File: src/design/chbt_pkg.sv
`timescale 1ns / 1ps
package chbt_pkg;

  localparam int KEY_W        = 16;
  localparam int BUCKETS      = 11;
  localparam int BUCKET_DEPTH = 8;

  localparam int BKT_W  = (BUCKETS > 1) ? $clog2(BUCKETS) : 1;
  localparam int CNT_W  = $clog2(BUCKET_DEPTH + 1);
  localparam int ADDR_W = $clog2(BUCKETS * BUCKET_DEPTH);
  localparam int REM_W  = $clog2(2 * BUCKETS);

  localparam int STATUS_W  = 2;
  localparam int BUCKET_FW = 4;
  localparam int SLOT_FW   = 3;
  localparam int COUNT_FW  = 4;

  // Floor of 2^KEY_W / BUCKETS; the quotient estimate is at most one low.
  localparam logic [KEY_W-1:0] MUL_K = KEY_W'((2 ** KEY_W) / BUCKETS);

  localparam logic OP_INSERT = 1'b0;
  localparam logic OP_DELETE = 1'b1;

  localparam logic [STATUS_W-1:0] ST_DONE      = 2'd0;
  localparam logic [STATUS_W-1:0] ST_NOT_FOUND = 2'd1;
  localparam logic [STATUS_W-1:0] ST_FULL      = 2'd2;

  typedef struct packed {
    logic             op;
    logic [KEY_W-1:0] key;
  } in_t;

  typedef struct packed {
    logic [STATUS_W-1:0]  status;
    logic [BUCKET_FW-1:0] bucket;
    logic [SLOT_FW-1:0]   slot;
    logic [COUNT_FW-1:0]  count;
  } out_t;

endpackage

File: src/design/chbt_hash.sv
`timescale 1ns / 1ps
module chbt_hash (
  input  logic                      clk,
  input  logic                      rst_n,
  input  logic                      start,
  input  logic [chbt_pkg::KEY_W-1:0] key,
  output logic                      done,
  output logic [chbt_pkg::BKT_W-1:0] bkt
);
  import chbt_pkg::*;

  logic [KEY_W-1:0]   key1_r;
  logic [2*KEY_W-1:0] prod_r;
  logic [REM_W-1:0]   rem_r;
  logic [BKT_W-1:0]   bkt_r;
  logic               v1_r;
  logic               v2_r;
  logic               done_r;

  logic [KEY_W-1:0] quot;
  logic [KEY_W-1:0] qmul;
  logic [KEY_W-1:0] diff;

  assign quot = prod_r[2*KEY_W-1:KEY_W];
  assign qmul = KEY_W'(quot * BUCKETS);
  assign diff = key1_r - qmul;

  always_ff @(posedge clk) begin
    if (!rst_n) begin
      v1_r   <= 1'b0;
      v2_r   <= 1'b0;
      done_r <= 1'b0;
    end else begin
      v1_r   <= start;
      v2_r   <= v1_r;
      done_r <= v2_r;
    end
    if (start) begin
      key1_r <= key;
      prod_r <= key * MUL_K;
    end
    if (v1_r) begin
      rem_r <= REM_W'(diff);
    end
    if (v2_r) begin
      bkt_r <= (rem_r >= REM_W'(BUCKETS)) ? BKT_W'(rem_r - REM_W'(BUCKETS)) : BKT_W'(rem_r);
    end
  end

  assign done = done_r;
  assign bkt  = bkt_r;

endmodule

File: src/design/chained_hash_bucket_table_top.sv
`timescale 1ns / 1ps
// Hash table of 16-bit keys with separate chaining, bucket = key mod BUCKETS, each bucket
// holding up to BUCKET_DEPTH keys in insertion order. One beat in gives one beat out, and
// the block works on one beat at a time. An insert writes its key at the end of the bucket.
// A delete has the search and the compaction together walk the bucket one slot per cycle
// through the single read port of the key memory, and the bucket index comes from a
// reciprocal multiply unit. The key memory needs no clearing; only the bucket counts are
// reset.
module chained_hash_bucket_table_top (
  input  logic           clk,
  input  logic           rst_n,
  input  logic           in_valid,
  output logic           in_ready,
  input  chbt_pkg::in_t  in_data,
  output logic           out_valid,
  input  logic           out_ready,
  output chbt_pkg::out_t out_data
);
  import chbt_pkg::*;

  typedef enum logic [2:0] {
    S_IDLE,
    S_HASH,
    S_OPER,
    S_SRCH,
    S_SHIFT,
    S_RESP
  } state_t;

  state_t              state_r;
  logic                op_r;
  logic [KEY_W-1:0]    key_r;
  logic [BKT_W-1:0]    bkt_r;
  logic [CNT_W-1:0]    cnt_r;
  logic [ADDR_W-1:0]   base_r;
  logic [CNT_W-1:0]    idx_r;
  logic [CNT_W-1:0]    pidx_r;
  logic                pend_r;
  logic [CNT_W-1:0]    slot_r;
  logic [STATUS_W-1:0] status_r;
  logic [CNT_W-1:0]    counts_r [BUCKETS];
  logic                out_valid_r;
  out_t                out_data_r;

  logic [KEY_W-1:0] mem [BUCKETS * BUCKET_DEPTH];
  logic [KEY_W-1:0] rd_data_r;

  logic              accept;
  logic              hash_done;
  logic [BKT_W-1:0]  hash_bkt;
  logic              hit;
  logic              full;
  logic              rd_en;
  logic [ADDR_W-1:0] rd_addr;
  logic              wr_en;
  logic [ADDR_W-1:0] wr_addr;
  logic [KEY_W-1:0]  wr_data;

  assign in_ready  = (state_r == S_IDLE);
  assign accept    = in_valid && in_ready;
  assign out_valid = out_valid_r;
  assign out_data  = out_data_r;

  chbt_hash u_hash (
    .clk   (clk),
    .rst_n (rst_n),
    .start (accept),
    .key   (in_data.key),
    .done  (hash_done),
    .bkt   (hash_bkt)
  );

  assign hit  = pend_r && (rd_data_r == key_r);
  assign full = (cnt_r == CNT_W'(BUCKET_DEPTH));

  always_comb begin
    rd_en   = 1'b0;
    rd_addr = base_r + ADDR_W'(idx_r);
    wr_en   = 1'b0;
    wr_addr = base_r + ADDR_W'(pidx_r) - ADDR_W'(1);
    wr_data = rd_data_r;
    case (state_r)
      S_OPER: begin
        if (op_r == OP_INSERT && !full) begin
          wr_en   = 1'b1;
          wr_addr = base_r + ADDR_W'(cnt_r);
          wr_data = key_r;
        end
      end
      S_SRCH: begin
        rd_en = !hit && (idx_r != cnt_r);
      end
      S_SHIFT: begin
        wr_en = pend_r;
        rd_en = (idx_r != cnt_r);
      end
      default: begin
      end
    endcase
  end

  always_ff @(posedge clk) begin
    if (wr_en) begin
      mem[wr_addr] <= wr_data;
    end
    if (rd_en) begin
      rd_data_r <= mem[rd_addr];
    end
  end

  always_ff @(posedge clk) begin
    if (!rst_n) begin
      state_r     <= S_IDLE;
      pend_r      <= 1'b0;
      out_valid_r <= 1'b0;
      for (int i = 0; i < BUCKETS; i++) begin
        counts_r[i] <= '0;
      end
    end else begin
      if (out_valid_r && out_ready && (state_r != S_RESP)) begin
        out_valid_r <= 1'b0;
      end
      case (state_r)
        S_IDLE: begin
          if (accept) begin
            op_r    <= in_data.op;
            key_r   <= in_data.key;
            state_r <= S_HASH;
          end
        end
        S_HASH: begin
          if (hash_done) begin
            bkt_r   <= hash_bkt;
            cnt_r   <= counts_r[hash_bkt];
            base_r  <= ADDR_W'(hash_bkt * BUCKET_DEPTH);
            state_r <= S_OPER;
          end
        end
        S_OPER: begin
          idx_r    <= '0;
          pend_r   <= 1'b0;
          slot_r   <= '0;
          status_r <= ST_DONE;
          if (op_r == OP_INSERT) begin
            if (full) begin
              status_r <= ST_FULL;
            end else begin
              counts_r[bkt_r] <= cnt_r + CNT_W'(1);
              cnt_r           <= cnt_r + CNT_W'(1);
              slot_r          <= cnt_r;
            end
            state_r <= S_RESP;
          end else begin
            state_r <= S_SRCH;
          end
        end
        S_SRCH: begin
          if (hit) begin
            slot_r  <= pidx_r;
            idx_r   <= pidx_r + CNT_W'(1);
            pend_r  <= 1'b0;
            state_r <= S_SHIFT;
          end else if (idx_r == cnt_r) begin
            pend_r   <= 1'b0;
            status_r <= ST_NOT_FOUND;
            state_r  <= S_RESP;
          end else begin
            pend_r <= 1'b1;
            pidx_r <= idx_r;
            idx_r  <= idx_r + CNT_W'(1);
          end
        end
        S_SHIFT: begin
          if (idx_r == cnt_r) begin
            pend_r          <= 1'b0;
            cnt_r           <= cnt_r - CNT_W'(1);
            counts_r[bkt_r] <= cnt_r - CNT_W'(1);
            state_r         <= S_RESP;
          end else begin
            pend_r <= 1'b1;
            pidx_r <= idx_r;
            idx_r  <= idx_r + CNT_W'(1);
          end
        end
        S_RESP: begin
          if (!out_valid_r || out_ready) begin
            out_data_r.status <= status_r;
            out_data_r.bucket <= BUCKET_FW'(bkt_r);
            out_data_r.slot   <= SLOT_FW'(slot_r);
            out_data_r.count  <= COUNT_FW'(cnt_r);
            out_valid_r       <= 1'b1;
            state_r           <= S_IDLE;
          end
        end
        default: begin
          state_r <= S_IDLE;
        end
      endcase
    end
  end

endmodule

File: config.mk
export PLATFORM = sky130hd
export DESIGN_NAME = chained_hash_bucket_table_top
export DESIGN_NICKNAME = d
export VERILOG_FILES = /design/src/design/chbt_pkg.sv /design/src/design/chbt_hash.sv /design/src/design/chained_hash_bucket_table_top.sv
export SDC_FILE = /design/constraint.sdc
export NUM_CORES = 2
export LEC_CHECK = 0
export BUFFER_PORTS_ARGS = -buffer_cell sky130_fd_sc_hd__buf_2
export CAP_MARGIN = 20
export CORE_MARGIN = 4
export CORE_UTILIZATION = 50
export CTS_CLUSTER_DIAMETER = 50
export CTS_CLUSTER_SIZE = 14
export DETAILED_ROUTE_END_ITERATION = 10
export PLACE_DENSITY = 0.74
export SLEW_MARGIN = 20
export SYNTH_ARGS = -nofsm -noshare
export SYNTH_HDL_FRONTEND = slang
export SYNTH_HIERARCHICAL = 1
export SYNTH_SLANG_ARGS = --single-unit
File: constraint.sdc
create_clock -name clk -period 5.6 [get_ports clk]
set_input_delay 0.84 -clock clk [delete_from_list [all_inputs] [get_ports clk]]
set_output_delay 0.84 -clock clk [all_outputs]
set_load 0.05 [all_outputs]
== Word level (Yosys, flattened, before mapping) ==
Memories as Yosys holds them, arrays and structs flattened. A register that Yosys moved wholly into a read port is not among the register bits.
Index checks and enable logic that the tools add are counted.

* Bits in registers: 102
* ROM bits: 0
* Output and inout bits: 15
* Memory bits (writable): 1,452
* Memories kept: 2
* Input port bits: 21
* Word-level logic and storage cells: 141
* Bits in latches: 0

* Shift-type cells: 0
* Equality and inequality tests: 19
* Add/subtract/negate cells: 10
* Bitwise operators: 2
* Div/mod/pow operators: 0
* Multipliers: 2
* Mux-type cells: 58
* Reductions and logical operators: 25
* $lt $le $gt $ge: 1

{| class="wikitable"
|+ Memories
! memory !! words !! width !! rd ports !! clocked after Yosys merged registers in !! write ports !! line !! text
|-
| mem || 88 || 16 || 1 || 1 || 1 || chained_hash_bucket_table_top.sv:45 || <nowiki>logic [KEY_W-1:0] mem [BUCKETS * BUCKET_DEPTH];</nowiki>
|-
| counts_r || 11 || 4 || 1 || 1 || 11 || chained_hash_bucket_table_top.sv:41 || <nowiki>logic [CNT_W-1:0] counts_r [BUCKETS];</nowiki>
|}

{| class="wikitable"
|+ Operator list
! cell !! count
|-
| $mux 4 || 13
|-
| $mux 16 || 2
|-
| $mul 16x13->29 const B || 1
|-
| $mux 3 || 9
|-
| $pmux 4 s3 || 2
|-
| $add 7x4->7 || 3
|-
| $mux 1 || 19
|-
| $pmux 3 s6 || 1
|-
| $reduce_and 3->1 || 6
|-
| $eq 16x16->1 || 1
|-
| $mux 7 || 2
|-
| $ne 2x2->1 const B || 7
|-
| $mul 13x4->5 const B || 1
|-
| $add 4x1->4 const B || 3
|-
| $mux 2 || 4
|-
| $pmux 4 s2 || 1
|-
| $sub 7x1->7 const B || 1
|-
| $eq 3x2->1 const B || 2
|-
| $eq 3x3->1 const B || 2
|-
| $logic_and 1x1->1 || 6
|-
| $pmux 3 s2 || 1
|-
| $reduce_and 6->1 || 1
|-
| $reduce_bool 3->1 || 2
|-
| $ge 5x4->1 const B || 1
|-
| 21 further kinds || 26
|}

== Depth between registers and ports, before layout ==
* Depth in word-level cells: 9
* Mapped depth: 15

== Cells and area by module ==
The synthesis kept the hierarchy.

{| class="wikitable"
|+ By module, submodules not included
! module !! seq. area each (sq um) !! cells each !! times used !! area each (sq um)
|-
| chained_hash_bucket_table_top || 46,274.4 || 2,843 || 1 || 60,226.5
|-
| chbt_hash || 630.6 || 329 || 1 || 3,494.6
|}

== Worst setup path before layout ==
No wires, ideal clock.

* Path type: input -> register
* Start point: in in_data[8] (netlist bit)
* End point: reg u_hash.prod_r[20], data pin
* Path slack: 1.119 ns
* Arrival: 4.221 ns
* Path buffers: 0
* Stages on the path: 13
* Library setup time: 0.260 ns
* Cells stage by stage: ha_1 -> fa_1 -> inv_1 -> fa_1 -> fa_1 -> fa_1 -> inv_1 -> ha_1 -> a21oi_1 -> o21ai_0 -> a221oi_1 -> o21ai_0 -> xnor2_1

* Longest elaborated chain between the ends: 1

{| class="wikitable"
|+ Ends and longest elaborated chain
! what !! line !! text
|-
| from (decl) || chained_hash_bucket_table_top.sv:14 || <nowiki>input chbt_pkg::in_t in_data,</nowiki>
|-
| $mul 16x13->29 || chbt_hash.sv:40 || <nowiki>prod_r <= key * MUL_K;</nowiki>
|-
| to (signal assigned) || chbt_hash.sv:40 ||
|-
| to (decl) || chbt_hash.sv:13 || <nowiki>logic [2*KEY_W-1:0] prod_r;</nowiki>
|}

No other way between the ends.
A chain may end at the register's enable or synchronous reset.

== Worst setup path after layout ==
* Start point: reg cnt_r[1]
* End point: mem mem[41][3] (enable)

* Longest elaborated chain between the ends: 7
* Elaborated cells between the ends (all ways): 10
* Classes of those cells: add/sub: 1; eq/ne: 1; mux: 6; reduce/logical: 2

{| class="wikitable"
|+ Ends and longest elaborated chain
! what !! line !! text
|-
| from (decl) || chained_hash_bucket_table_top.sv:34 || <nowiki>logic [CNT_W-1:0] cnt_r;</nowiki>
|-
| from (signal assigned) || chained_hash_bucket_table_top.sv:134 || <nowiki>cnt_r <= counts_r[hash_bkt];</nowiki>
|-
| from (signal assigned) || chained_hash_bucket_table_top.sv:149 || <nowiki>cnt_r <= cnt_r + CNT_W'(1);</nowiki>
|-
| from (signal assigned) || chained_hash_bucket_table_top.sv:176 || <nowiki>cnt_r <= cnt_r - CNT_W'(1);</nowiki>
|-
| $eq 4x4->1 || chained_hash_bucket_table_top.sv:74 || <nowiki>assign full = (cnt_r == CNT_W'(BUCKET_DEPTH));</nowiki>
|-
| $logic_not 1->1 || chained_hash_bucket_table_top.sv:84 || <nowiki>if (op_r == OP_INSERT && !full) begin</nowiki>
|-
| $logic_and 1x1->1 || chained_hash_bucket_table_top.sv:84 ||
|-
| $mux 1 || chained_hash_bucket_table_top.sv:84 ||
|-
| $pmux 1 s2 || chained_hash_bucket_table_top.sv:82 || <nowiki>case (state_r)</nowiki>
|-
| $mux 1 || chained_hash_bucket_table_top.sv:103 || <nowiki>if (wr_en) begin</nowiki>
|-
| $mux 1 (not written as such) || chained_hash_bucket_table_top.sv:104 || <nowiki>mem[wr_addr] <= wr_data;</nowiki>
|-
| to (decl) || chained_hash_bucket_table_top.sv:45 ||
|}

Several ways; a longest one is shown, not always the timed one.

==> results by group <==
Clock tree
  • CTS Sinks: 1,566
  • CTS Buf Count: 144
  • Post-CTS sizing: 0
  • CTS max path bufs: 3
  • Clk_lat worst skew: 0.79 ns
  • CTS H-tree depth: 4
  • Clock transition at path regs: 0.06 ns
  • CTS tree: built
  • Root Buffer: clkbuf_16
  • Setup bufs post-CTS: 0
  • Hold buffers post-CTS: 0

STA
  • Crit share post-route: 0.790
  • Setup TNS: 0 ns
  • Fmax: 226 MHz
  • Hold Fails Final Rpt: 0
  • Worst-Margin Slew: 1.13 ns
  • Count of pins over their slew limit: 0
  • Final Skew: 0.0383 ns
  • Setup repair after global routing missed its margin: no
  • Max_slew headroom: 0.249
  • Fin crit period: 4.43 ns
  • Setup-failing EPs final: 0
  • Setup ws final: 1.17 ns

Setup path
  • FF-to-FF End: mem[41][3]
  • CP Launch Type: register
  • Crit path DAT: 4.92 ns
  • Most common cell type on the critical path: nand3_1
  • CP Cell Sequence: inv_1, ha_1, nand3b_1, nand3_1, o22ai_1, nand3_1, nor4_4, buf_4
  • Worst Path Class, Setup: reg -> reg
  • Worst R2R Path Depth: 8
  • Worst R2R Start: cnt_r[1]
  • CP Max Fanout: 15
  • Critical-path top delay cell: nor4_4
  • Worst Setup End Kind: register
  • CP peak stage delay: 0.82 ns
  • Required time of the critical path: 6.09 ns
  • Flop2flop setup slack: 1.17 ns

Final layout
  • Share of layout cells above drive strength 1: 0.245
  • Most common cell after layout, fill and taps aside: edfxtp_1
  • Area delta synth->final: 11.7%
  • # diodes: 0
  • Total Nets Final: 3,527
  • Most frequent cells in the layout: edfxtp_1, mux4_2, buf_4

Synthesis
  • Synthesized area per cell: 20.1 um^2
  • Count of cell types in the netlist: 71
  • Gate Count Post-Synth: 3,172
  • Async SR Flop Fraction: 0
  • Synth Net Count: 3,338
  • Yosys top cell by area: edfxtp_1
  • Share of the synthesized area in the top cell type: 0.732
  • Synth area leaders: edfxtp_1, mux4_2, ha_1
  • Post-synth EDFFs: 1,554
  • Seq cells post-synth: 1,566
  • Fraction of the yosys area taken by sequential cells: 0.736
  • Top FF cell, synth: edfxtp_1
  • Synth Cell Area: 0.0637 mm^2
  • Syn. warnings: 6

Min path
  • Worst Hold Class: in -> reg
  • Hold path depth: 1
  • Worst Hold End: op_r
  • Worst Hold Launch: in_data[16]

Die
  • Initial core utilization: 0.505
  • DIE AREA: 0.133 mm^2
  • Row Count: 130
  • Die Width: 365 um
  • IO Pins: 36
  • Placeable Area: 0.126 mm^2
  • Die Y: 365 um

Placement
  • Post-DP HPWL: 89,600 um
  • Pre-CTS WS: 0.649 ns
  • IO buf count: 35
  • Final GP Congestion: 0.892

Power
  • Max rail drop VDD: 0.335 mV
  • Sw Share: 0.244
  • Logic pwr share: 0.120
  • Internal power: 19.3 mW
  • Flop pwr share: 0.524
  • Pwr Density: 359 mW/mm^2
  • Clock network fraction of total power: 0.356
  • P_sw: 6.23 mW
  • Pleak: 22.9 nW

Routing
  • Vias per Instance: 6.34
  • Routed WL: 149,000 um
  • # DRC: 0
  • Drt pass-1 iters: 5
  • Total vias in the final route: 32,200
  • Post-route ant nets: 0
  • Initial DRC count: 4,568
  • WL/cell: 29.4 um

Global routing
  • Total gr overflow: 0
  • First-pass GRT wire length: 219,000 um
  • Number of global-route vias before repair: 31,800
  • Initial antenna violation count: 3
  • Total global-route track usage: 0.227
  • Largest net degree at the start of global routing: 89

Job
  • Max-capacitance violation count: 0

Outcome
  • Status: completed
## worst max-delay path by stage
stage	from	endpoint	slack [ns]	depth (start not counted)
global placement	in_data[3]	u_hash/prod_r[18]	0.68	14
global route	cnt_r[1]	mem[54][2]	1.01	10
CTS	cnt_r[1]	mem[54][3]	1.35	10
detailed placement	in_data[3]	u_hash/prod_r[20]	0.65	14
finish	cnt_r[1]	mem[41][3]	1.17	8
floorplan	in_data[8]	u_hash/prod_r[20]	1.12	13
## cell usage after synthesis, types with 11 or more instances
master / n
buf_1: 16
xor2_1: 25
nand2b_1: 11
nand2_1: 133
nor3_1: 17
o22ai_1: 126
nor4_2: 31
nor2_1: 147
ha_1: 99
or4_1: 15
nand4_1: 13
nand3_1: 32
mux2i_1: 24
fa_1: 46
a21oi_1: 46
edfxtp_1: 1554
clkbuf_1: 72
o21ai_0: 35
dfxtp_1: 12
xnor2_1: 38
a221oi_1: 15
inv_1: 113
mux4_2: 385
buf_2: 55
## critical path: cells and delay by family, from the launching register on
| kind | cells | cell delay [ns] |
|---|---|---|
| buf+inv | 2 | 0.46 |
| fa+ha+maj | 1 | 0.28 |
| flops | 1 | 0.56 |
| compound gates | 1 | 0.67 |
| simple gates | 4 | 2.19 |
## per-layer routing
layer,GRT usage,share of wire,vias to the layer above
met5,0,0.000074,-
met4,0.0852,0.040,2
met3,0.0531,0.11,300
met2,0.346,0.47,1874
met1,0.324,0.38,16700
li1,-,-,13300
## state kept, by name, summed over array words and instances, names as in the netlist, 4 cells and up
| register | count |
|---|---|
| u_hash/bkt | 4 |
| key_r | 16 |
| out_data | 13 |
| rd_data_r | 16 |
| counts_r | 64 |
| u_hash/prod_r | 5 |
| base_r | 4 |
| pidx_r | 4 |
| u_hash/key1_r | 5 |
| cnt_r | 4 |
| idx_r | 4 |
| u_hash/rem_r | 5 |
| mem | 1408 |
## logic make-up (layout without fill, tap and decap cells)
logic type / count (synthesis) / in the layout / synth area share
XOR/XNOR: 63 / 63 / 0.00866
multiplexers: 411 / 411 / 0.140
AND/OR/NAND/NOR: 439 / 439 / 0.0349
AO/OA/AOI/OAI: 279 / 279 / 0.0284
flip-flops: 1566 / 1566 / 0.736
adder cells (fa/ha/maj): 145 / 145 / 0.0339
buffers and inverters: 269 / 525 / 0.0179
## metrics by stage
step,cells,util,area (um^2),power [mW],hold slack (ns)
floorplan,3172,-,63700,15.8,0.400
global placement,4862,0.531,66900,16.6,0.411
detailed placement,4862,0.531,66900,16.7,0.412
CTS,5075,0.564,71100,25.7,0.217
global route,5078,0.565,71200,26.5,0.233
finish,5078,0.565,71200,25.6,0.266
## power groups by stage
stage	combinational, mW	clock (mW)	sequential, mW
2_1_floorplan	2.17	0	13.6
3_3_place_gp	2.97	0	13.7
3_5_place_dp	3.03	0	13.7
4_1_cts	3.05	9.23	13.4
5_1_grt	3.38	9.74	13.4
6_report	3.07	9.10	13.4
## cell type report
cell class | count | area, um^2
clock buffers | 166 | 3770
well taps | 1650 | 2060
inverters | 113 | 424
flip-flops and latches | 1566 | 46900
clock inverters | 47 | 440
multi-input cells | 1337 | 16100
repair buffers | 199 | 1530
fillers | 8997 | 54900
Power figures use the tool's default switching activity.
